## config.mk

```make
export PLATFORM = sky130hd
export DESIGN_NAME = rbhd_avg
export DESIGN_NICKNAME = d
export VERILOG_FILES = /design/src/rtl/core/rbhd_pkg.sv /design/src/rtl/core/rbhd_avg.sv
export SDC_FILE = /design/constraint.sdc
export NUM_CORES = 1
export LEC_CHECK = 0
export ABC_AREA = 1
export BUFFER_PORTS_ARGS = -buffer_cell sky130_fd_sc_hd__buf_2
export CAP_MARGIN = 5
export CORE_AREA = 2 2 90 101
export DETAILED_ROUTE_END_ITERATION = 8
export DIE_AREA = 0 0 92 103
export PLACE_DENSITY = 0.52
export SYNTH_ARGS = -nofsm -noshare
export SYNTH_HDL_FRONTEND = slang
export SYNTH_SLANG_ARGS = --single-unit
```

## constraint.sdc

```tcl
create_clock -name clk_i -period 0.8 [get_ports clk_i]
set_input_delay 0.16 -clock clk_i [delete_from_list [all_inputs] [get_ports clk_i]]
set_output_delay 0.16 -clock clk_i [all_outputs]
set_load 0.02 [all_outputs]
```

## src/rtl/core/rbhd_pkg.sv

```systemverilog
`default_nettype none

package rbhd_pkg;

  // Configuration register fields are 13 bits wide.
  localparam int unsigned CFG_DATA_W = 13;
  localparam int unsigned CFG_IDX_W  = 1;

  typedef enum logic [CFG_IDX_W-1:0] {
    CFG_SRC_WIDTH  = 1'b0,
    CFG_SRC_HEIGHT = 1'b1
  } cfg_reg_e;

  localparam logic [CFG_DATA_W-1:0] SRC_WIDTH_RST  = 13'd640;
  localparam logic [CFG_DATA_W-1:0] SRC_HEIGHT_RST = 13'd480;

  typedef struct packed {
    logic [7:0] red;
    logic [7:0] green;
    logic [7:0] blue;
  } pix_t;

  // Horizontal pair sums, one 9-bit value per channel.
  typedef struct packed {
    logic [8:0] red;
    logic [8:0] green;
    logic [8:0] blue;
  } sum_t;

  typedef struct packed {
    logic row_end;
    logic frame_end;
  } tag_t;

  typedef struct packed {
    logic valid;
    sum_t sum;
    tag_t tag;
  } stage_t;

endpackage

`default_nettype wire

```

## src/rtl/core/rbhd_avg.sv

```systemverilog
`default_nettype none

module rbhd_avg (
  input  wire logic             clk_i,
  input  wire logic             rst_ni,
  input  wire rbhd_pkg::stage_t s1_i,
  input  wire rbhd_pkg::sum_t   line_i,
  input  wire logic             out_ready_i,
  output logic                  valid_o,
  output rbhd_pkg::pix_t        pix_o,
  output rbhd_pkg::tag_t        tag_o
);
  import rbhd_pkg::*;

  logic       valid_q;
  pix_t       pix_q, pix_d;
  tag_t       tag_q;
  logic [9:0] tot_r, tot_g, tot_b;

  // Four-sample sum, then divide by four with truncation.
  always_comb begin
    tot_r       = {1'b0, s1_i.sum.red}   + {1'b0, line_i.red};
    tot_g       = {1'b0, s1_i.sum.green} + {1'b0, line_i.green};
    tot_b       = {1'b0, s1_i.sum.blue}  + {1'b0, line_i.blue};
    pix_d.red   = tot_r[9:2];
    pix_d.green = tot_g[9:2];
    pix_d.blue  = tot_b[9:2];
  end

  always_ff @(posedge clk_i or negedge rst_ni) begin
    if (!rst_ni) begin
      valid_q <= 1'b0;
    end else if (out_ready_i) begin
      valid_q <= s1_i.valid;
    end
  end

  always_ff @(posedge clk_i) begin
    if (out_ready_i) begin
      pix_q <= pix_d;
      tag_q <= s1_i.tag;
    end
  end

  assign valid_o = valid_q;
  assign pix_o   = pix_q;
  assign tag_o   = tag_q;

endmodule

`default_nettype wire

```

Yosys cells after proc, flatten, opt, wreduce, memory -nomap -nowiden
Cells that the tools add are included.
- flip-flop bits (word level): 27
- input bits: 60
- output and inout bits: 27
- word-level logic and storage cells: 9
- add/sub/neg operators: 3
- operators with widths (operator ; number):
    9-bit by 9-bit adder with 10-bit output ; 3

Depth between registers and ports, before layout
Gate-level depths: netlist (run 1).
- depth after elaboration: 1
- depth in mapped cells: 9
- depth with buffers taken out: 9

Worst setup path after synthesis (run 1)
No wires, ideal clock.
- path type: input port to flip-flop
- start point: in s1_i[4] in the netlist's numbering
- end point: reg pix_q (netlist bit pix_o[3]), data pin
- setup time: 0.253 ns
- data arrival time: 0.968 ns
- data required time: 0.547 ns
- path slack: -0.421 ns
- stages: 7
- path buffers: 0
- cells stage by stage: ha_1 a21oi_1 nand2_2 nand2_1 nand3_1 nand2_1 nand2_1
- cells in the longest elaborated chain, start to end: 1
- RTL lines (what ; RTL line ; RTL):
    start: declaration ; rbhd_avg.sv:6 ; input wire rbhd_pkg::stage_t s1_i,
    9-bit by 9-bit adder with 10-bit output ; rbhd_avg.sv:24 ; tot_b = {1'b0, s1_i.sum.blue} + {1'b0, line_i.blue};
    named net tot_b[5] ; rbhd_avg.sv:18 ; logic [9:0] tot_r, tot_g, tot_b;
    end signal: assignment ; rbhd_avg.sv:40 ; pix_q <= pix_d;
    end: declaration ; rbhd_avg.sv:16 ; pix_t pix_q, pix_d;
The timed path passes the listed nets, and every way through them passes these cells.
A chain may end at the register's enable or synchronous reset.

Final worst setup path (run 1)
- start point: reg pix_q (netlist bit pix_o[18])
- end point: out pix_o[18] in the netlist's numbering
- RTL lines (what ; RTL line ; RTL):
    end: declaration ; rbhd_avg.sv:10 ; output rbhd_pkg::pix_t pix_o,
No word-level cell between the ends.

==> results of run 1 <==
## synth_stat cells
cell type,count
a21oi_1,10
a21oi_2,1
dfrtp_1,1
edfxtp_1,26
ha_1,24
inv_1,45
mux2_2,1
nand2_1,79
nand2_2,11
nand3_1,15
nand3_2,1
nand4_1,2
nor2_1,11
nor3_1,2
o21ai_0,3
o21ai_1,5
o21bai_1,1
xor2_1,9
## final timing paths
path                       startpoint   endpoint  slack, ns
min in group asynchronous      rst_ni    valid_o       0.16
hold / removal                s1_i[1]   tag_o[1]       0.04
hold reg to reg               valid_o    valid_o       0.54
setup / recovery            pix_o[18]  pix_o[18]      -0.23
setup reg to reg              valid_o    valid_o       0.02
max in group asynchronous      rst_ni    valid_o       0.54
## registers in the layout, summed over array words and instances, names as in the netlist
register,cells
pix_o,24
valid_o,1
tag_o,2
## layout make-up
class                   instances  area share, %
multi-input cells             175           42.7
inverters                      45           4.48
clock buffers                   3           1.06
well taps                     114           3.68
repair buffers                127           27.1
flip-flops and latches         27           20.8
clock inverters                 1          0.193
## logic make-up after synthesis
family	share of synthesized area [%]
and+or+nand+nor	25.9
adders and majority gates	15.1
muxes	0.567
AOI/OAI and AO/OA	5.36
buffers and inverters	8.51
DFF	40.6
xor gates and xnor gates	3.97
## per-stage QoR
step	total power [mW]	instance area [um2]	hold slack, ns
after CTS	4.92	3510	0.0405
after global placement	3.74	3120	-0.0655
after floorplan	2.95	2290	-0.136
final	5.26	3880	0.0440
after global routing	5.60	3880	0.0362
after detailed placement	3.76	3120	-0.0630
## per-layer routing
layer	share of wire, %	wire length (um)	vias up
met3	5.8	302	11
met2	53	2750	65
met4	1.9	99	0
met5	0	0	-
li1	-	-	1057
met1	39	2050	950
## power by group through the flow
| stage | Clock [mW] | Combinational (mW) | Sequential (mW) |
|---|---|---|---|
| after global placement | 0 | 1.85 | 1.88 |
| final | 0.830 | 2.54 | 1.89 |
| after floorplan | 0 | 0.816 | 2.14 |
| after CTS | 0.877 | 2.17 | 1.87 |
| after global routing | 0.932 | 2.76 | 1.91 |
| after detailed placement | 0 | 1.87 | 1.89 |
## repair_timing
item                       in CTS  in global routing
pin swaps                      71                 51
resized for setup              81                 90
setup endpoints to repair      50                 51
setup buffers                   4                  5
hold endpoints to repair        1                  0
hold buffers                    1                  0
==> out/results.ini, run 1 <==
[floorplan]
core_region_area_mm2 = 0.00856
dieArea_mm2 = 0.00948
die_y_um = 103
ios = 87
start_util_pct = 23.2
row_count = 36
fp.dieW_um = 92

[final_layout]
diodes = 0
mostFrequentLayoutCells = buf_6, buf_2, nand2_1, inv_1, buf_4
layout-drive-gt1-share_pct = 66.1
multi_input_area_mm2 = 0.00166
layout_commonest_cell = buf_6
register_area_um2 = 807
area_delta_synth_final_pct = 95.4
finish.utilization_pct = 45.3
stdcell_count = 492
nFillCells = 837
nets = 463

[routing]
finalWirelength_um = 5200
drcViolationCount = 0
wire_per_inst_um = 10.6
first_pass_iters = 4
drtIter0Drc = 38
num_vias = 2083
viasPerCell = 4.23
ant_nets = 0

[logic_synthesis]
synth_cell_types = 18
ys_ff_latch = 27
synthTopCellsByArea = edfxtp_1, ha_1, nand2_1
synthCells = 247
synth_nets = 331
avgSynthCellArea_um2 = 8.04
synth_top_area_share_pct = 39.3
yosys_warnings = 0
seq_area_frac_synth_pct = 40.6
yosysTopAreaCell = edfxtp_1
synth_area_mm2 = 0.00199

[timing]
rsz0062_at_grt = true
worstMarginPinSlew_ns = 0.182
finalMaxSlewViolations = 0
post-route-period-util_pct = 128
min_period_ns = 1.03
finalHoldViolCount = 0
fmax_ghz = 0.974
worst_slack_ns = -0.227
relSlewSlack_pct = 87.9
clock_skew_ns = 0
finalSetupViolCount = 50
finalSetupTns_ns = -7.85

[place]
portBuffers = 86
post-place-ws_ns = -0.520
dp.cells = 478
gp_congestion = 0.836
dp_hpwl_um = 4010

[worst_setup_path]
crit_chain = buf_6
cp.required_ns = 0.64
cp_top_family = flip-flops
critPathBufInv = 1
max_stage_delay_ns = 0.43
cp.arrival_ns = 0.87
r2r.worst_path.cells = 1
crit_cells = 1
critPathSlowestCell = edfxtp_1
crit_path_start_kind = flip-flop
cp-end-kind = output port
path_max_fanout = 1
crit_type = reg2out

[global_route]
grt_overflow = 0
antenna_found_initial = 0
top_usage_layer = met2
grt_pass1_wl_um = 8250
grtUsageMet3_pct = 1.97
gr-usage-met2_pct = 20.6
grt_usage_pct = 10.7
use_met1_pct = 11.6
grt_max_degree = 17
grt_pass1_vias = 1999

[job]
drv_cap = 0

[power]
p_leak_nw = 1.86
intPower_mw = 3.46
vdd_drop_max_mv = 0.471
p_sw_mw = 1.80
clkPwrFrac_pct = 15.8
sw_frac_of_total_pct = 34.3
pwr-share-seq_pct = 35.9
p_per_area_mw_per_mm2 = 1360
combPwrFrac_pct = 48.3

[status]
status = finished, violations left
violations = negative setup slack

[clock_network]
cts_sinks = 27
worstSkewPairLatency_ns = 0.29
clk_pin_slew_ns = 0.11
cts.path.max_buffers = 2
root_buffer = clkbuf_8
cts_max_level = 1
cts_tree = done
cts_made_buffers = 3

[min_path]
hp-class = in2reg
holdPathStages = 1

(Power assumes the default switching activity.)
==> run 2, diff against run 1 <==
CORE_AREA = 10 10 98 109   (was 2 2 90 101)
DIE_AREA = 0 0 108 119   (was 0 0 92 103)
==> run 2 against run 1 <==
  * The flow still finishes with violations (negative setup slack)
  * Clock skew did not move
  * Via count decreased by 2.0%
  * Die area increased by 36%
  * Maximum frequency rose by 1.4%
  * Non-clock buffer count is 6 lower
  * Sequential power is essentially flat
  * Flip-flop and latch count did not move
  * Clock power shrank 6.6%
  * Largest cell class unchanged
  * Highest routed layer unchanged
==> out/results.ini, run 2 (synthesis results as in run 1) <==
[floorplan]
fp.dieW_um = 108
die_y_um = 119
dieArea_mm2 = 0.0129
row_count = 36
core_region_area_mm2 = 0.00860
start_util_pct = 23.1
ios = 87

[timing]
clock_skew_ns = 0
min_period_ns = 1.01
worstMarginPinSlew_ns = 0.211
whs_ns = 0.0632
relSlewSlack_pct = 85.8
finalSetupViolCount = 50
finalMaxSlewViolations = 0
fmax_ghz = 0.988
worst_slack_ns = -0.212
post-route-period-util_pct = 127
rsz0062_at_grt = true
finalHoldViolCount = 0

[worst_setup_path]
crit_type = reg2out
cp.required_ns = 0.64
crit_path_start_kind = flip-flop
crit_chain = buf_6
critPathBufInv = 1
cp.arrival_ns = 0.85
cp-end-kind = output port
max_stage_delay_ns = 0.43
path_max_fanout = 1
cp_top_family = flip-flops
critPathSlowestCell = edfxtp_1

[clock_network]
worstSkewPairLatency_ns = 0.26
cts_max_level = 1
root_buffer = clkbuf_8
clk_pin_slew_ns = 0.10
cts_sinks = 27
cts.path.max_buffers = 2
cts_tree = done
cts_made_buffers = 3

[place]
dp_hpwl_um = 4830
gp_congestion = 0.826
portBuffers = 86
dp.cells = 474

[routing]
first_pass_iters = 4
drtIter0Drc = 50
finalWirelength_um = 5950
viasPerCell = 4.20
wire_per_inst_um = 12.2
num_vias = 2042
ant_nets = 0
drcViolationCount = 0

[global_route]
grt_pass1_wl_um = 9060
grt_usage_pct = 8.32
antenna_found_initial = 0
grt_pass1_vias = 2118
grt_max_degree = 16
grt_overflow = 0

[status]
violations = negative setup slack
status = finished, violations left

[final_layout]
layout-drive-gt1-share_pct = 65.9
mostFrequentLayoutCells = buf_6, nand2_1, buf_2, inv_1, buf_4
stdcell_count = 486
largest_reg_flops = 24
diodes = 0
layout_commonest_cell = buf_6
nets = 457
area_delta_synth_final_pct = 92.3

[min_path]
hp-class = in2reg

[power]
p_per_area_mw_per_mm2 = 1360
p_leak_nw = 1.86
vdd_drop_max_mv = 0.526

[job]
drv_cap = 0

==> run 2: cell count changes in the layout (fill, tap and decap cells not counted), sizes merged <==
cell and change:
buf -6, clkinvlp -1, clkinv +1
==> run 2: metrics by stage <==
step	power, mW	utilization (%)	area (um2)	TNS [ns]	worst slack, ns
2_1_floorplan	2.95	-	2290	-5.86	-0.311
3_3_place_gp	3.73	35.8	3080	-12.52	-0.525
3_5_place_dp	3.75	35.8	3080	-12.89	-0.537
4_1_cts	4.86	40.1	3450	-7.82	-0.227
5_1_grt	5.54	44.4	3820	-9.61	-0.251
6_report	5.19	44.4	3820	-7.91	-0.212
==> run 2: final timing paths <==
check                              start  endpoint  slack, ns  cells after the start
worst min register to register   valid_o   valid_o       0.55                      1
worst min-delay path             s1_i[1]  tag_o[1]       0.06                      1
min in group asynchronous         rst_ni   valid_o       0.19                      2
worst max-delay path            pix_o[6]  pix_o[6]      -0.21                      1
worst max register to register   valid_o   valid_o       0.01                      1
max in group asynchronous         rst_ni   valid_o       0.52                      2
==> run 2: final cells by class <==
type | count | area [um2]
fill | 830 | 4780
inverter | 45 | 176
multi-input combinational | 175 | 1650
tap | 114 | 143
timing repair buffer | 121 | 1000
clock buffer | 3 | 41.3
sequential | 27 | 807
clock inverter | 1 | 5.00
==> run 2: power by group <==
group / internal [mW] / total (mW) / switching [mW]
clock: 0.349 / 0.775 / 0.427
combinational: 1.27 / 2.52 / 1.25
sequential: 1.81 / 1.89 / 0.0869
==> run 2: metal layers <==
layer	up-vias	global-route usage, %	part of all wire [%]
li1	1041	-	-
met1	942	8.73	37
met2	57	15.0	53
met3	2	3.83	9.8
met4	0	1.25	0.22
met5	-	0	0
==> run 2: what timing repair did <==
action,CTS,global route
setup buffers,5,6
gates resized for setup,79,99
hold buffers,1,0
endpoints found under the setup margin,49,51
pin swaps,57,57
endpoints found under the hold margin,1,0
==> run 3, diff against run 2 <==
ABC_AREA = default   (was 1)
CORE_AREA = 10 10 92 102   (was 10 10 98 109)
DIE_AREA = 0 0 102 112   (was 0 0 108 119)
PLACE_DENSITY = 0.54   (was 0.52)
==> run 3 against run 2 <==
  * Sequential share of layout area rose by 2.8 points
  * Routed wire length fell by 8.9%
  * Clock power rose by 2%
  * Count of clock-buffer cells in the layout did not move
  * Synthesized area decreased by 14%
  * Core utilization increased by 1.6 points
  * Combinational power decreased by 10%
  * First-iteration DRC count decreased by 50%
  * Design area shrank 12%
  * Global-route usage increased by 0.97 points
  * The flow still finishes with violations (negative setup slack)
  * Clock skew unchanged
==> out/results.ini, run 3 <==
[logic_synthesis]
synth_nets = 219
synth-edff-count = 26
synth_cell_types = 30
seq_area_frac_synth_pct = 47.4
synth.most_common_cell = edfxtp_1
yosysTopAreaCell = edfxtp_1
synth_top_flop_cell = edfxtp_1
yosys_warnings = 0
async_flop_share_pct = 3.70
ys_ff_latch = 27
synth_top_area_share_pct = 45.9
synthTopCellsByCount = edfxtp_1, ha_1, xnor2_1, a21oi_1, nor2_1
synthCells = 135
synthTopCellsByArea = edfxtp_1, ha_1, xnor2_1
avgSynthCellArea_um2 = 12.6
synth_area_mm2 = 0.00170

[timing]
post-route-period-util_pct = 164
rsz0062_at_grt = true
worstMarginPinSlew_ns = 0.387
whs_ns = 0.0554
worst_slack_ns = -0.510
finalMaxSlewViolations = 0
relSlewSlack_pct = 74.2
clock_skew_ns = 0
finalSetupViolCount = 49
min_period_ns = 1.31
finalHoldViolCount = 0
fmax_ghz = 0.763

[clock_network]
cts.path.max_buffers = 2
clk_pin_slew_ns = 0.10
cts_sinks = 27
cts_max_level = 1
worstSkewPairLatency_ns = 0.27
root_buffer = clkbuf_8
cts_made_buffers = 3
cts_tree = done

[routing]
drcViolationCount = 0
viasPerCell = 4.49
first_pass_iters = 4
drtIter0Drc = 25
finalWirelength_um = 5420
wire_per_inst_um = 15.1
ant_nets = 0
num_vias = 1607

[place]
dp_hpwl_um = 4360
post-place-ws_ns = -0.874
portBuffers = 86
dp.cells = 342
gp_congestion = 0.778

[final_layout]
largest_reg_flops = 24
layout-drive-gt1-share_pct = 67.9
stdcell_count = 358
layout_commonest_cell = buf_6
mostFrequentLayoutCells = buf_6, buf_2, buf_4, edfxtp_1, ha_4
nFillCells = 702
nets = 356
diodes = 0
area_delta_synth_final_pct = 98.5

[floorplan]
start_util_pct = 23.2
die_y_um = 112
dieArea_mm2 = 0.0114
ios = 87
core_region_area_mm2 = 0.00735
row_count = 33
fp.dieW_um = 102

[status]
violations = negative setup slack
status = finished, violations left

[power]
vdd_drop_max_mv = 0.561
power_mw = 4.98
p_leak_nw = 1.43
p_per_area_mw_per_mm2 = 1470

[min_path]
hp-class = in2reg

[global_route]
grt_pass1_wl_um = 8580
antenna_found_initial = 0
grt_max_degree = 19
grt_overflow = 0
grt_pass1_vias = 1819
grt_usage_pct = 9.29

[worst_setup_path]
max_stage_delay_ns = 0.26
crit_type = in2reg
cp-end-kind = flip-flop
cp.arrival_ns = 1.35
critPathSlowestCell = a211o_1
crit_chain = buf_6 > ha_4 > a21o_4 > a22o_1 > a211o_1 > a21o_1
crit_path_start_kind = input port
cp.required_ns = 0.84
path_max_fanout = 4

[job]
drv_cap = 0

-- run 3: worst paths after layout --
check                      startpoint         to  slack [ns]  cells past startpoint
max                          s1_i[24]  pix_o[23]       -0.51                      6
min                           s1_i[1]   tag_o[1]        0.06                      1
max reg2reg                   valid_o    valid_o        0.01                      1
min reg2reg                   valid_o    valid_o        0.55                      1
max in group asynchronous      rst_ni    valid_o        0.51                      2
min in group asynchronous      rst_ni    valid_o        0.19                      2
-- run 3: cells by family (layout without fill, tap and decap cells) --
kind of cell    after synthesis  after routing  synth area share, %
compound gates               36             36                 16.5
xor+xnor                     17             17                 8.75
fa+ha+maj                    24             24                 17.6
buf+inv                       3            139                0.662
flops                        27             27                 47.4
mux                           1              1                0.662
simple gates                 27             27                 8.46
-- run 3: layer usage --
metal	vias up	track usage (%)	wire length, um
met2	53	16.3	2840
met1	752	9.61	2020
met5	-	0	0
li1	800	-	-
met3	2	4.39	543
met4	0	2.45	24
-- run 3: repair_timing --
action                                 4_1_cts  5_1_grt
setup endpoints to repair                   49       50
setup buffers                                9        5
endpoints found under the hold margin        1        0
resized for setup                           72       28
gates cloned                                 0        0
pin swaps                                   34       17
hold buffers                                 1        0
-- run 3: report_power, final --
group          leakage [nW]  internal [mW]  switching (mW)
Sequential            0.265           1.83           0.101
Clock                0.0217          0.353           0.435
Combinational          1.15           1.27           0.986
Total                  1.43           3.45            1.52
-- run 3: cell type report --
class	count	area, um2	area share [%]
inverter	3	11.3	0.333
clock inverter	1	7.51	0.222
clock buffer	3	41.3	1.22
tap	87	109	3.22
sequential	27	807	23.9
multi-input combinational	105	1300	38.5
timing repair buffer	132	1100	32.6
-- run 3: worst max-delay path, delay by kind of cell --
kind	cells	cell delay, ns
AO/OA/AOI/OAI	4	0.86
adder cells (fa/ha/maj)	1	0.23
buffers and inverters	1	0.10
-- run 3: stage by stage --
stage	TNS, ns	area, um2	utilization, %
2_1_floorplan	-9.75	2000	-
3_3_place_gp	-15.13	2800	38.1
3_5_place_dp	-15.55	2800	38.1
4_1_cts	-12.67	3250	44.2
5_1_grt	-14.33	3380	45.9
6_report	-12.52	3380	45.9
