===== config.mk =====
export PLATFORM = sky130hd
export DESIGN_NAME = rbhd_ctrl
export DESIGN_NICKNAME = d
export VERILOG_FILES = /design/src/rtl/core/rbhd_pkg.sv /design/src/rtl/core/rbhd_ctrl.sv
export SDC_FILE = /design/constraint.sdc
export NUM_CORES = 1
export LEC_CHECK = 0
export BUFFER_PORTS_ARGS = -buffer_cell sky130_fd_sc_hd__buf_2
export CAP_MARGIN = 20
export CORE_AREA = 5 5 131 133
export DETAILED_ROUTE_END_ITERATION = 7
export DIE_AREA = 0 0 136 138
export GPL_TIMING_DRIVEN = 1
export PLACE_DENSITY = 0.69
export SYNTH_ARGS = -nofsm -noshare
export SYNTH_HDL_FRONTEND = slang
export SYNTH_SLANG_ARGS = --single-unit
export TNS_END_PERCENT = 1

===== constraint.sdc =====
create_clock -name clk_i -period 3.8 [get_ports clk_i]
set_input_delay 0.19 -clock clk_i [delete_from_list [all_inputs] [get_ports clk_i]]
set_output_delay 0.19 -clock clk_i [all_outputs]
set_load 0.02 [all_outputs]

===== src/rtl/core/rbhd_pkg.sv =====
`default_nettype none

package rbhd_pkg;

  // Configuration register fields are 13 bits wide.
  localparam int unsigned CFG_DATA_W = 13;
  localparam int unsigned CFG_IDX_W  = 1;

  typedef enum logic [CFG_IDX_W-1:0] {
    CFG_SRC_WIDTH  = 1'b0,
    CFG_SRC_HEIGHT = 1'b1
  } cfg_reg_e;

  localparam logic [CFG_DATA_W-1:0] SRC_WIDTH_RST  = 13'd640;
  localparam logic [CFG_DATA_W-1:0] SRC_HEIGHT_RST = 13'd480;

  typedef struct packed {
    logic [7:0] red;
    logic [7:0] green;
    logic [7:0] blue;
  } pix_t;

  // Horizontal pair sums, one 9-bit value per channel.
  typedef struct packed {
    logic [8:0] red;
    logic [8:0] green;
    logic [8:0] blue;
  } sum_t;

  typedef struct packed {
    logic row_end;
    logic frame_end;
  } tag_t;

  typedef struct packed {
    logic valid;
    sum_t sum;
    tag_t tag;
  } stage_t;

endpackage

`default_nettype wire


===== src/rtl/core/rbhd_ctrl.sv =====
`default_nettype none

module rbhd_ctrl #(
  parameter int unsigned MAX_WIDTH = 4096,
  parameter int unsigned AW        = 11
) (
  input  wire logic                                clk_i,
  input  wire logic                                rst_ni,
  input  wire logic                                cfg_we_i,
  input  wire logic [rbhd_pkg::CFG_IDX_W-1:0]      cfg_addr_i,
  input  wire logic [rbhd_pkg::CFG_DATA_W-1:0]     cfg_data_i,
  input  wire logic                                accept_i,
  input  wire rbhd_pkg::pix_t                      pix_i,
  input  wire logic                                s1_open_i,
  output logic                                     mem_we_o,
  output logic                                     mem_re_o,
  output logic [AW-1:0]                            mem_addr_o,
  output rbhd_pkg::sum_t                           mem_wdata_o,
  output rbhd_pkg::stage_t                         s1_o
);
  import rbhd_pkg::*;

  localparam int unsigned CNT_W = $clog2(MAX_WIDTH);
  localparam int unsigned SZ_W  = $clog2(MAX_WIDTH + 1);
  localparam int unsigned CW    = (SZ_W > CFG_DATA_W) ? SZ_W : CFG_DATA_W;

  logic [CFG_DATA_W-1:0] width_q, height_q;
  logic [CNT_W-1:0]      col_q, col_d, row_q, row_d;
  pix_t                  held_q;
  stage_t                s1_q, s1_d;

  logic [CW-1:0] w_raw, h_raw, w_sz, h_sz, half_w, half_h;
  logic [CW-1:0] col_ext, row_ext, pair, row_pair;
  logic          odd_col, in_range, emit, row_end, frame_end;
  sum_t          sum;

  always_comb begin
    w_raw = CW'(width_q);
    h_raw = CW'(height_q);
    if (w_raw == '0) begin
      w_sz = CW'(1);
    end else if (w_raw > CW'(MAX_WIDTH)) begin
      w_sz = CW'(MAX_WIDTH);
    end else begin
      w_sz = w_raw;
    end
    if (h_raw == '0) begin
      h_sz = CW'(1);
    end else if (h_raw > CW'(MAX_WIDTH)) begin
      h_sz = CW'(MAX_WIDTH);
    end else begin
      h_sz = h_raw;
    end
    half_w   = w_sz >> 1;
    half_h   = h_sz >> 1;
    col_ext  = CW'(col_q);
    row_ext  = CW'(row_q);
    pair     = col_ext >> 1;
    row_pair = row_ext >> 1;
  end

  // The right pixel of a pair completes the horizontal sum.
  always_comb begin
    odd_col   = col_q[0];
    in_range  = odd_col && (pair < half_w);
    sum.red   = {1'b0, held_q.red}   + {1'b0, pix_i.red};
    sum.green = {1'b0, held_q.green} + {1'b0, pix_i.green};
    sum.blue  = {1'b0, held_q.blue}  + {1'b0, pix_i.blue};
    emit      = in_range && row_q[0] && (row_pair < half_h);
    row_end   = (pair == half_w - CW'(1));
    frame_end = row_end && (row_pair == half_h - CW'(1));
  end

  assign mem_we_o    = accept_i && in_range && !row_q[0];
  assign mem_re_o    = accept_i && emit;
  assign mem_addr_o  = pair[AW-1:0];
  assign mem_wdata_o = sum;

  // Raster counters wrap at the clamped frame size.
  always_comb begin
    col_d = col_q;
    row_d = row_q;
    if (col_ext + CW'(1) >= w_sz) begin
      col_d = '0;
      if (row_ext + CW'(1) >= h_sz) begin
        row_d = '0;
      end else begin
        row_d = row_q + CNT_W'(1);
      end
    end else begin
      col_d = col_q + CNT_W'(1);
    end
  end

  always_comb begin
    s1_d = s1_q;
    if (s1_open_i) begin
      s1_d.valid         = accept_i && emit;
      s1_d.sum           = sum;
      s1_d.tag.row_end   = row_end;
      s1_d.tag.frame_end = frame_end;
    end
  end

  always_ff @(posedge clk_i or negedge rst_ni) begin
    if (!rst_ni) begin
      width_q  <= SRC_WIDTH_RST;
      height_q <= SRC_HEIGHT_RST;
      col_q    <= '0;
      row_q    <= '0;
      held_q   <= '0;
      s1_q     <= '0;
    end else begin
      s1_q <= s1_d;
      if (cfg_we_i) begin
        unique case (cfg_reg_e'(cfg_addr_i))
          CFG_SRC_WIDTH:  width_q  <= cfg_data_i;
          CFG_SRC_HEIGHT: height_q <= cfg_data_i;
          default:        width_q  <= width_q;
        endcase
        col_q <= '0;
        row_q <= '0;
      end else if (accept_i) begin
        col_q <= col_d;
        row_q <= row_d;
        if (!odd_col) begin
          held_q <= pix_i;
        end
      end
    end
  end

  assign s1_o = s1_q;

endmodule

`default_nettype wire


After elaboration in Yosys (flattened, before gate mapping)
Index checks and enable logic that the tools add are counted.

word-level totals
  logic and storage cells = 60
  output and inout port bits = 70
  input port bits = 43
  flip-flop bits (word level) = 104

cells by class
  bitwise logic cells = 3
  add/subtract/negate cells = 9
  order comparisons = 6
  mux-type cells = 11
  reductions and logical operators = 16
  eq/ne operators = 2

operators with widths
  kind                                                    number
  two-way mux 12 bit                                      7
  two-way mux 13 bit                                      4
  adder 8 x 8 -> 9 bit                                    3
  adder 12 x 1 -> 13 bit (second input constant)          2
  equality test 11 x 13 -> 1 bit                          2
  >= comparator 13 bit                                    2
  greater-than comparator 13 bit (second input constant)  2
  zero test 13 bit                                        2
  subtractor 12 x 1 -> 13 bit (second input constant)     2
  adder 12 x 1 -> 12 bit (second input constant)          2
  < comparator 11 x 12 -> 1 bit                           2
  logical AND 1 bit                                       7
  AND reduction 2 bit                                     3
  nonzero test 2 bit                                      2
  inverter 1 bit                                          3
  AND reduction 3 bit                                     1
  zero test 1 bit                                         1

Logic depth before layout (Yosys ltp)
Gate-level depths: netlist of the first run.

  word-level depth = 8
  gate-level depth with buffers = 16

Worst setup path before layout of the first run
Ideal clock, no wire load.

  kind = flip-flop to flip-flop
  from = register col_q[4]
  to = register row_q[2]
  cell stages (with the launch flop) = 16
  path slack = 466 ps
  period minus slack after synthesis = 3334 ps
  buffers on the path = 2
  arrival = 3268 ps
  cell sequence = dfrtp_1 clkbuf_1 inv_1 or2_2 nor2_1 nand3_1 nor2_1 xor2_1 ha_1 a211o_1 nor3_1 nand2_1 o211ai_1 clkbuf_1 o21bai_1 a22o_1

on the way
  word-level cells in the longest chain between the ends = 4

ends and longest elaborated chain
  what                           RTL line          text
  start, declared                rbhd_ctrl.sv:28   logic [CNT_W-1:0] col_q, col_d, row_q, row_d;
  start signal, assigned         rbhd_ctrl.sv:124  col_q <= col_d;
  adder 12 x 1 -> 13 bit         rbhd_ctrl.sv:83   if (col_ext + CW'(1) >= w_sz) begin
  >= comparator 13 bit           rbhd_ctrl.sv:83
  nonzero test 2 bit (no line)   --
  AND reduction 2 bit (no line)  --
  end signal, assigned           rbhd_ctrl.sv:125  row_q <= row_d;
  end, declared                  rbhd_ctrl.sv:28

Every way passes these cells.
A chain may end at the register's enable or synchronous reset.

Final worst setup path of the first run
  from = register col_q[1]
  to = register row_q[6]

The elaborated chain is that of the path after synthesis.

==> metrics.md, run 1 <==
| Metric | Value |
|---|---|
| Status | finished clean |
| Max Fanout on Critical Path | 13 |
| Classification of the worst-slack hold path | primary input to register |
| Post-Synthesis Net Count | 912 |
| Final instance area | 8630 um2 |
| Primary FF master, synth | dfrtp_1 |
| # DRC | 0 |
| Fraction of power spent switching nets | 42.0% |
| IO Count | 113 |
| EDFF count, synth | 0 |
| Total of max-cap violations | 0 |
| Final setup skew | 0.0106 ns |
| TritonCTS clock tree | done |
| Setup repair after global routing missed its margin | false |
| Share of flip-flops with an asynchronous set or reset | 100% |
| Overall power consumption | 4.94 mW |
| Final Setup Violations | 0 |
| Fraction of final layout cells with drive strength greater than 1 | 26.6% |
| CP delay by family, top | simple AND/OR/NAND/NOR gates |
| Avg Cell Area, Syn | 9.58 um2 |
| IR drop worst, VDD | 561 uV |
| Total global routing track utilization | 20.1% |
| Most frequent cells in the layout | buf_2, dfrtp_1, ha_1 |
| Total negative slack | 0 ns |
| Slew Viols, Final | 0 |
| Total routed wirelength | 18.5 mm |
| Layout overhead on the synthesized area | 14.1% |
| Count of different cell masters after synthesis | 66 |
| Share of power burned in registers | 32.8% |
| Cell Area, Synth | 7570 um2 |
| Number of cells traversed by the worst hold path | 3 |
| Final WS setup | 0.378 ns |
| Measured slew at the worst slew-check pin | 0.802 ns |
| ANT nets after route | 0 |
| Number of antenna violations at the first check in global routing | 1 |
| Number of warning messages in the yosys log | 0 |
| Largest net degree at the start of global routing | 79 |
| Via count | 6,154 |
| Synth Instances | 790 |
| Cell at the slowest stage of the critical path | dfrtp_1 |
| Routability Congestion | 0.863 |
| Arrival time of the worst setup path | 3.72 ns |
| Worst slack, placed | 0.177 ns |
| Clock H-tree levels | 3 |
| Final Cycle Share | 90.1% |
| Number of port buffers | 112 |
| Final count of hold timing violations | 0 |
| Total clock buffers created by CTS | 9 |
| Number of gates on the worst path with buffers counted | 13 |
| Clock insertion delay at the later pin of the skew report | 0.35 ns |
| Number of global-route vias before repair | 6,174 |
| Final-stage net count | 1,004 |
| N_diodes | 0 |
| Part of the Yosys area used for sequential elements | 34.5% |
| Total half-perimeter wirelength after legalization and detailed placement | 14.3 mm |
| CP endpoint kind | register |
| Critical path buffer and inverter count | 1 |
| Initial DRC count | 370 |
| #FFs+latches synth | 104 |
| Die extent in y | 138 um |
| Comb pwr share | 48.5% |
| Final Critical Period | 3.42 ns |
| Worst path max stage delay | 0.41 ns |
| Leakage | 4.08 nW |
| Global-route wire length before repair | 31.1 mm |
| Sinks on the clock net | 104 |
| GRT overflow | 0 |
| Max-slew headroom | 46.4% |
| Die boundary width | 136 um |
| Drt pass-1 iters | 5 |
| Fill cell total of the finished layout | 1,434 |
| Net load switching power | 2.08 mW |
| Number of setup buffers added after CTS | 0 |
| Clock-pin slew of the registers on the worst-case setup and hold paths | 0.08 ns |
| Relative contribution of the clock network to total power | 18.7% |
| Cell area reported after detailed placement | 8280 um2 |
| Buffer levels on the longest clock path | 2 |
| Data required, critical path | 4.09 ns |
| Clk root buf | clkbuf_16 |
| Number of vias per cell after detailed routing | 5.58 |
| Critical-path cell list | ha_1 -> nand3_1 -> nor3_1 -> and3_1 -> and3_1 -> ha_1 -> a211o_1 -> nor3_1 -> nand2_1 -> o211ai_1 -> buf_4 -> o21bai_1 -> a22o_1 |
| Initial Utilization | 48.2% |
| Area enclosed by the die boundary | 18,800 um2 |
| Routed WL per cell | 16.8 um |
| Type of the worst setup path | register to register |
| Most common library cell in the layout ignoring fill and taps | buf_2 |
| Launching element type of the critical path | register |
| Core area | 15,700 um2 |
| Power density normalized to cell area | 572 nW/um2 |
| Rows | 46 |
| Worst slack on hold paths | 0.0764 ns |
| Internal power | 2.86 mW |
| Maximum clock frequency | 292 MHz |
| Cell depth of the worst flop-to-flop path | 13 |
[Yosys cell counts (all sizes together), types with 8 or more instances]
master  count  area [um2]
dfrtp      98        2450
ha         76         951
mux2       70         788
nand2      69         259
nor2       47         176
inv        40         150
o21ai      36         180
clkbuf     31         116
xnor2      31         272
nor3       23         115
a21oi      20         100
nand3      19         100
buf        18         116
xor2       18         158
nor2b      15        93.8
a21o       13        97.6
nand4      13        81.3
a22o       12         105
a21boi     10        75.1
nand2b     10        62.6
a31oi       8        50.1
and3        8        50.1
nor4        8        62.6
o21a        8        60.1
[routing by layer]
layer | GRT usage, % | share of wire, % | up-vias
met5 | 0 | 0.038 | -
met4 | 3.24 | 0.94 | 2
met3 | 5.77 | 6.7 | 16
met2 | 31.6 | 46 | 164
met1 | 28.1 | 46 | 2962
li1 | - | - | 3010
[final timing paths]
check	slack (ns)	from	to
setup / recovery	0.38	col_q[1]	row_q[6]
hold / removal	0.08	pix_i[17]	held_q[17]
setup reg to reg	0.38	col_q[1]	row_q[6]
hold reg to reg	0.49	s1_o[29]	s1_o[29]
max in group asynchronous	2.70	rst_ni	h_raw[6]
min in group asynchronous	0.33	rst_ni	s1_o[14]
[state kept, by name (all words and copies together) (netlist names)]
register and count:
h_raw 13, col_q 12, s1_o 30, w_raw 13
held_q 24, row_q 12
[power by group through the flow]
| stage | Combinational [mW] | Clock (mW) | Sequential, mW |
|---|---|---|---|
| 3_3_place_gp | 2.38 | 0 | 1.62 |
| 2_1_floorplan | 1.53 | 0 | 1.76 |
| 3_5_place_dp | 2.40 | 0 | 1.64 |
| 4_1_cts | 2.42 | 0.950 | 1.62 |
| 5_1_grt | 2.66 | 0.991 | 1.67 |
| 6_report | 2.40 | 0.922 | 1.62 |
[metrics by stage]
stage                     utilization (%)  std cells
after detailed placement             52.7       1084
after global routing                 54.9       1103
after global placement               52.7       1084
after floorplan                         -        790
after CTS                            54.6       1100
final                                54.9       1103
[worst register-to-register path: stages (launching register included)]
cell      delay (ns)
dfrtp_1         0.41
ha_1            0.25
nand3_1         0.17
nor3_1          0.32
and3_1          0.25
and3_1          0.17
ha_1            0.26
a211o_1         0.26
nor3_1          0.39
nand2_1         0.12
o211ai_1        0.24
buf_4           0.23
o21bai_1        0.13
a22o_1          0.15
[timing repair]
item | 4_1_cts | 5_1_grt
endpoints found under the setup margin | 0 | 10
endpoints found under the hold margin | 0 | 31
hold buffers | 0 | 1
resized for setup | 0 | 2
[cell families after synthesis]
group	Yosys count	synth area share [%]
compound gates	156	14.6
xor+xnor	49	5.67
fa+ha+maj	79	13.4
buf+inv	89	5.06
flops	104	34.5
mux	74	10.9
simple gates	239	15.9
[area by class of cell]
cell class	count	area, um2	area share (%)
clock buffers	10	229	2.65
multi-input cells	597	4590	53.2
well taps	216	270	3.13
repair buffers	130	721	8.35
inverters	40	150	1.74
flip-flops and latches	104	2610	30.2
clock inverters	6	62.6	0.725
Note: power is estimated with default switching activity, not from simulation.
==> run 2, diff against run 1 <==
--- a/config.mk
+++ b/config.mk
@@ -7,9 +7,9 @@
 export LEC_CHECK = 0
 export BUFFER_PORTS_ARGS = -buffer_cell sky130_fd_sc_hd__buf_2
 export CAP_MARGIN = 20
-export CORE_AREA = 5 5 131 133
+export CORE_AREA = 2 2 128 130
 export DETAILED_ROUTE_END_ITERATION = 7
-export DIE_AREA = 0 0 136 138
+export DIE_AREA = 0 0 130 132
 export GPL_TIMING_DRIVEN = 1
 export PLACE_DENSITY = 0.69
 export SYNTH_ARGS = -nofsm -noshare
==> run 2 against run 1 <==
Non-clock buffer count shrank 1. Core utilization shrank 0.18 points. Final area shrank 0.33%. Critical endpoint is now row_q[0].
==> metrics.md, run 2 (same netlist as run 1, synthesis figures left out) <==
| Metric | Value |
|---|---|
| Total negative slack | 0 ns |
| Number of vias per cell after detailed routing | 5.56 |
| Cell area reported after detailed placement | 8280 um2 |
| Cell depth of the worst flop-to-flop path | 14 |
| Number of antenna violations at the first check in global routing | 1 |
| Clock insertion delay at the later pin of the skew report | 0.35 ns |
| Startpoint of the worst-slack reg-to-reg timing path | col_q[1] |
| Clock-pin slew of the registers on the worst-case setup and hold paths | 0.08 ns |
| Core area | 15,700 um2 |
| Buffer levels on the longest clock path | 2 |
| Data required, critical path | 4.07 ns |
| Final std cells w/o fill | 1,101 |
| Via count | 6,118 |
| Final core utilization | 54.7% |
| Fill cell total of the finished layout | 1,469 |
| IR drop worst, VDD | 466 uV |
| Global-route wire length before repair | 29.9 mm |
| Max Fanout on Critical Path | 13 |
| Number of port buffers | 112 |
| Number of setup buffers added after CTS | 0 |
| Overall power consumption | 4.90 mW |
| Final Cycle Share | 91.0% |
| CP endpoint kind | register |
| Layout overhead on the synthesized area | 13.7% |
| Final instance area | 8600 um2 |
| Cell at the slowest stage of the critical path | dfrtp_1 |
| TritonCTS clock tree | done |
| GRT overflow | 0 |
| Most common library cell in the layout ignoring fill and taps | buf_2 |
| Measured slew at the worst slew-check pin | 0.819 ns |
| Capture instance of the worst register-to-register path | row_q[0] |
| Largest net degree at the start of global routing | 80 |
| Sinks on the clock net | 104 |
| Total of max-cap violations | 0 |
| Worst slack on hold paths | 0.0794 ns |
| Critical path launch point | col_q[1] |
| Maximum clock frequency | 289 MHz |
| Number of global-route vias before repair | 6,045 |
| # DRC | 0 |
| Die extent in y | 132 um |
| Final Critical Period | 3.46 ns |
| Final-stage net count | 1,003 |
| Clk root buf | clkbuf_16 |
| Type of the worst setup path | register to register |
| Power density normalized to cell area | 569 nW/um2 |
| Rows | 46 |
| Max-slew headroom | 45.2% |
| Routed WL per cell | 16.3 um |
| Arrival time of the worst setup path | 3.73 ns |
| Routability Congestion | 0.867 |
| Area enclosed by the die boundary | 17,200 um2 |
| Setup repair after global routing missed its margin | false |
| Leakage | 4.07 nW |
| ANT nets after route | 0 |
| Total clock buffers created by CTS | 9 |
| Launching element type of the critical path | register |
| Fraction of final layout cells with drive strength greater than 1 | 26.4% |
| Critical-path cell list | ha_1 -> nand3_1 -> nor3_1 -> nor2b_1 -> or2_2 -> ha_1 -> nand4_1 -> nor4_1 -> nor3_1 -> a21oi_1 -> o211ai_1 -> buf_4 -> or2_2 -> o21ai_0 |
| Worst slack, placed | 0.254 ns |
| Most frequent cells in the layout | buf_2, dfrtp_1, ha_1 |
| Cell Count Post-Placement | 1,083 |
| Worst path max stage delay | 0.41 ns |
| Total global routing track utilization | 21.7% |
| IO Count | 113 |
| Total routed wirelength | 17.9 mm |
| Total half-perimeter wirelength after legalization and detailed placement | 13.8 mm |
| Final Setup Violations | 0 |
| Number of cells traversed by the worst hold path | 3 |
| Status | finished clean |
| Number of flip-flops in the largest register | 30 |
| Drt pass-1 iters | 5 |
| Final setup skew | 0.00974 ns |
| Die boundary width | 130 um |
| Final WS setup | 0.343 ns |
| Worst setup endpoint | row_q[0] |
| Classification of the worst-slack hold path | primary input to register |
| Initial DRC count | 307 |
| Initial Utilization | 48.2% |
| Slew Viols, Final | 0 |
| Final count of hold timing violations | 0 |
| N_diodes | 0 |
| Clock H-tree levels | 3 |
| Worst setup slack for register-to-register paths | 0.34 ns |
==> run 2: worst max-delay path: cells and delay by family (launching register included) <==
family	cells	cell delay [ns]
buffers and inverters	1	0.21
DFF	1	0.41
AOI/OAI and AO/OA	3	0.48
and+or+nand+nor	8	1.72
adders and majority gates	2	0.54
==> run 2: how the worst min path moves through the flow <==
stage / from / end / slack [ns]
6_report: pix_i[9] / held_q[9] / 0.08
5_1_grt: pix_i[4] / held_q[4] / 0.07
4_1_cts: rst_ni / held_q[8] / 0.05
3_5_place_dp: rst_ni / held_q[10] / 0.43
3_3_place_gp: rst_ni / held_q[10] / 0.43
2_1_floorplan: rst_ni / col_q[0] / -0.11
==> run 2: final cells by class <==
class	instances	area [um2]	share of cell area [%]
timing repair buffer	129	713	8.29
inverter	40	150	1.75
tap	216	270	3.14
clock inverter	6	52.6	0.611
clock buffer	9	225	2.62
multi-input combinational	597	4580	53.3
sequential	104	2610	30.3
==> run 2: report_power, final <==
| group | total (mW) | switching, mW | internal (mW) |
|---|---|---|---|
| Sequential | 1.63 | 0.222 | 1.40 |
| Combinational | 2.37 | 1.38 | 0.993 |
| Clock | 0.897 | 0.445 | 0.452 |
| Total | 4.90 | 2.05 | 2.85 |
==> run 2: timing repair <==
| item | CTS | global route |
|---|---|---|
| hold buffers | 0 | 1 |
| resized for setup | 0 | 1 |
| setup endpoints to repair | 0 | 10 |
| endpoints found under the hold margin | 0 | 15 |
==> run 2: per-layer routing <==
metal | GRT usage (%) | part of all wire [%]
met1 | 29.5 | 47
met2 | 34.1 | 45
met3 | 6.49 | 6.5
met4 | 4.48 | 0.96
met5 | 0 | 0.061
==> run 3, diff against run 2 <==
--- a/config.mk
+++ b/config.mk
@@ -5,13 +5,14 @@
 export SDC_FILE = /design/constraint.sdc
 export NUM_CORES = 1
 export LEC_CHECK = 0
+export ABC_CLOCK_PERIOD_IN_PS = 3800
 export BUFFER_PORTS_ARGS = -buffer_cell sky130_fd_sc_hd__buf_2
 export CAP_MARGIN = 20
-export CORE_AREA = 2 2 128 130
+export CORE_AREA = 2 2 179 93
 export DETAILED_ROUTE_END_ITERATION = 7
-export DIE_AREA = 0 0 130 132
+export DIE_AREA = 0 0 181 95
 export GPL_TIMING_DRIVEN = 1
-export PLACE_DENSITY = 0.69
+export PLACE_DENSITY = 0.7
 export SYNTH_ARGS = -nofsm -noshare
 export SYNTH_HDL_FRONTEND = slang
 export SYNTH_SLANG_ARGS = --single-unit
==> run 3 against run 2 <==
Sequential cell count unchanged. Count of clock-buffer cells in the layout increased by 1. Cell count decreased by 0.27%. Setup slack got worse by 0.056 ns. Sequential share of layout area about the same. Fmax decreased by 1.6%. Register-to-register slack got worse by 0.06 ns. Global-route usage increased by 2.7 points. Critical endpoint unchanged. Highest routed layer unchanged.
==> metrics.md, run 3 (same netlist as run 1, synthesis figures left out) <==
| Metric | Value |
|---|---|
| Initial DRC count | 643 |
| Number of vias per cell after detailed routing | 5.75 |
| Max Fanout on Critical Path | 9 |
| Final instance area | 8590 um2 |
| Sinks on the clock net | 104 |
| Critical path buffer and inverter count | 1 |
| Routed WL per cell | 18.5 um |
| Total half-perimeter wirelength after legalization and detailed placement | 15.9 mm |
| Core area | 15,900 um2 |
| Leakage | 4.07 nW |
| Cell area reported after detailed placement | 8290 um2 |
| IO Count | 113 |
| Fraction of final layout cells with drive strength greater than 1 | 26.9% |
| Routability Congestion | 0.926 |
| Worst path max stage delay | 0.45 ns |
| Launching element type of the critical path | register |
| Status | finished clean |
| Area enclosed by the die boundary | 17,200 um2 |
| Clock-pin slew of the registers on the worst-case setup and hold paths | 0.07 ns |
| Type of the worst setup path | register to register |
| Overall power consumption | 4.93 mW |
| Final Cycle Share | 92.5% |
| Clock H-tree levels | 3 |
| Clk root buf | clkbuf_16 |
| Die extent in y | 95 um |
| Most frequent cells in the layout | buf_2, dfrtp_1, ha_1 |
| GRT overflow | 0 |
| Worst slack, placed | 0.0675 ns |
| Number of antenna violations at the first check in global routing | 2 |
| Measured slew at the worst slew-check pin | 0.853 ns |
| Global-route wire length before repair | 32.4 mm |
| ANT nets after route | 0 |
| Rows | 33 |
| Clock insertion delay at the later pin of the skew report | 0.35 ns |
| CP endpoint kind | register |
| Final Critical Period | 3.51 ns |
| Most used cell, CP | or2_2 |
| Final-stage net count | 1,005 |
| Fill cell total of the finished layout | 1,440 |
| Worst setup slack for register-to-register paths | 0.29 ns |
| Number of flip-flops in the largest register | 30 |
| TritonCTS clock tree | done |
| Classification of the worst-slack hold path | primary input to register |
| Final core utilization | 54.2% |
| Layout overhead on the synthesized area | 13.6% |
| Setup repair after global routing missed its margin | false |
| Final setup skew | 0.00815 ns |
| Buffer levels on the longest clock path | 2 |
| Cell at the slowest stage of the critical path | dfrtp_2 |
| Total of max-cap violations | 0 |
| Total global routing track utilization | 24.4% |
| Total clock buffers created by CTS | 9 |
| Maximum clock frequency | 285 MHz |
| Data required, critical path | 4.07 ns |
| # DRC | 0 |
| Arrival time of the worst setup path | 3.79 ns |
| CP delay by family, top | simple AND/OR/NAND/NOR gates |
| Number of port buffers | 112 |
| Final WS setup | 0.287 ns |
| Slew Viols, Final | 0 |
| Via count | 6,314 |
| Total routed wirelength | 20.3 mm |
| Power density normalized to cell area | 574 nW/um2 |
| Critical-path cell list | nand4_1 -> or2_2 -> nor2_1 -> nand3_1 -> nor2_2 -> xor2_1 -> ha_1 -> nand2_1 -> nor4_1 -> nor3_1 -> a21oi_1 -> o211ai_1 -> buf_4 -> or2_2 -> o21ai_0 |
| Most common library cell in the layout ignoring fill and taps | buf_2 |
| Die boundary width | 181 um |
| Number of global-route vias before repair | 5,801 |
| Largest net degree at the start of global routing | 49 |
| Total negative slack | 0 ns |
| Max-slew headroom | 42.9% |
| IR drop worst, VDD | 416 uV |
| Drt pass-1 iters | 5 |
| Final count of hold timing violations | 0 |
| Initial Utilization | 47.7% |
| Final Setup Violations | 0 |
run 3: area by class of cell:
| cell class | count | area (um2) | area share (%) |
|---|---|---|---|
| multi-input cells | 597 | 4590 | 53.4 |
| flip-flops and latches | 104 | 2610 | 30.4 |
| repair buffers | 131 | 708 | 8.24 |
| well taps | 210 | 263 | 3.06 |
| clock buffers | 10 | 239 | 2.78 |
| inverters | 40 | 150 | 1.75 |
| clock inverters | 5 | 31.3 | 0.364 |
| diodes | 1 | 2.50 | 0.0291 |
run 3: worst register-to-register path, delay by kind of cell, from the launching register on:
kind / cells / cell delay [ns]
AOI/OAI and AO/OA: 3 / 0.50
adders and majority gates: 1 / 0.32
xor gates and xnor gates: 1 / 0.08
buffers and inverters: 1 / 0.20
DFF: 1 / 0.45
and+or+nand+nor: 9 / 1.88
run 3: worst paths after layout:
path,depth (start not counted),startpoint,endpoint
min in group asynchronous,2,rst_ni,s1_o[21]
hold reg to reg,2,s1_o[29],s1_o[29]
setup / recovery,15,col_q[3],row_q[0]
hold / removal,3,pix_i[17],held_q[17]
setup reg to reg,15,col_q[3],row_q[0]
max in group asynchronous,3,rst_ni,w_raw[7]
run 3: routing by layer:
layer	GRT usage, %	wire [um]
met4	4.61	196
met3	8.91	2150
met2	31.8	7480
met1	37.6	10400
met5	0	13
run 3: through the flow:
stage / hold WS [ns] / instances
floorplan: -0.106 / 790
global placement: 0.256 / 1080
detailed placement: 0.252 / 1080
CTS: 0.0718 / 1096
global route: 0.0734 / 1097
finish: 0.0867 / 1098
run 3: power breakdown:
part,internal (mW),leakage (nW),switching (mW)
registers,1.41,1.26,0.234
logic,0.991,2.67,1.43
clock network,0.458,0.135,0.417
total,2.85,4.07,2.08
run 3: repair_timing:
action                     4_1_cts  5_1_grt
setup endpoints to repair        0       12
hold buffers                     1        0
resized for setup                0        4
hold endpoints to repair        45        0
buffers inserted                 0        0
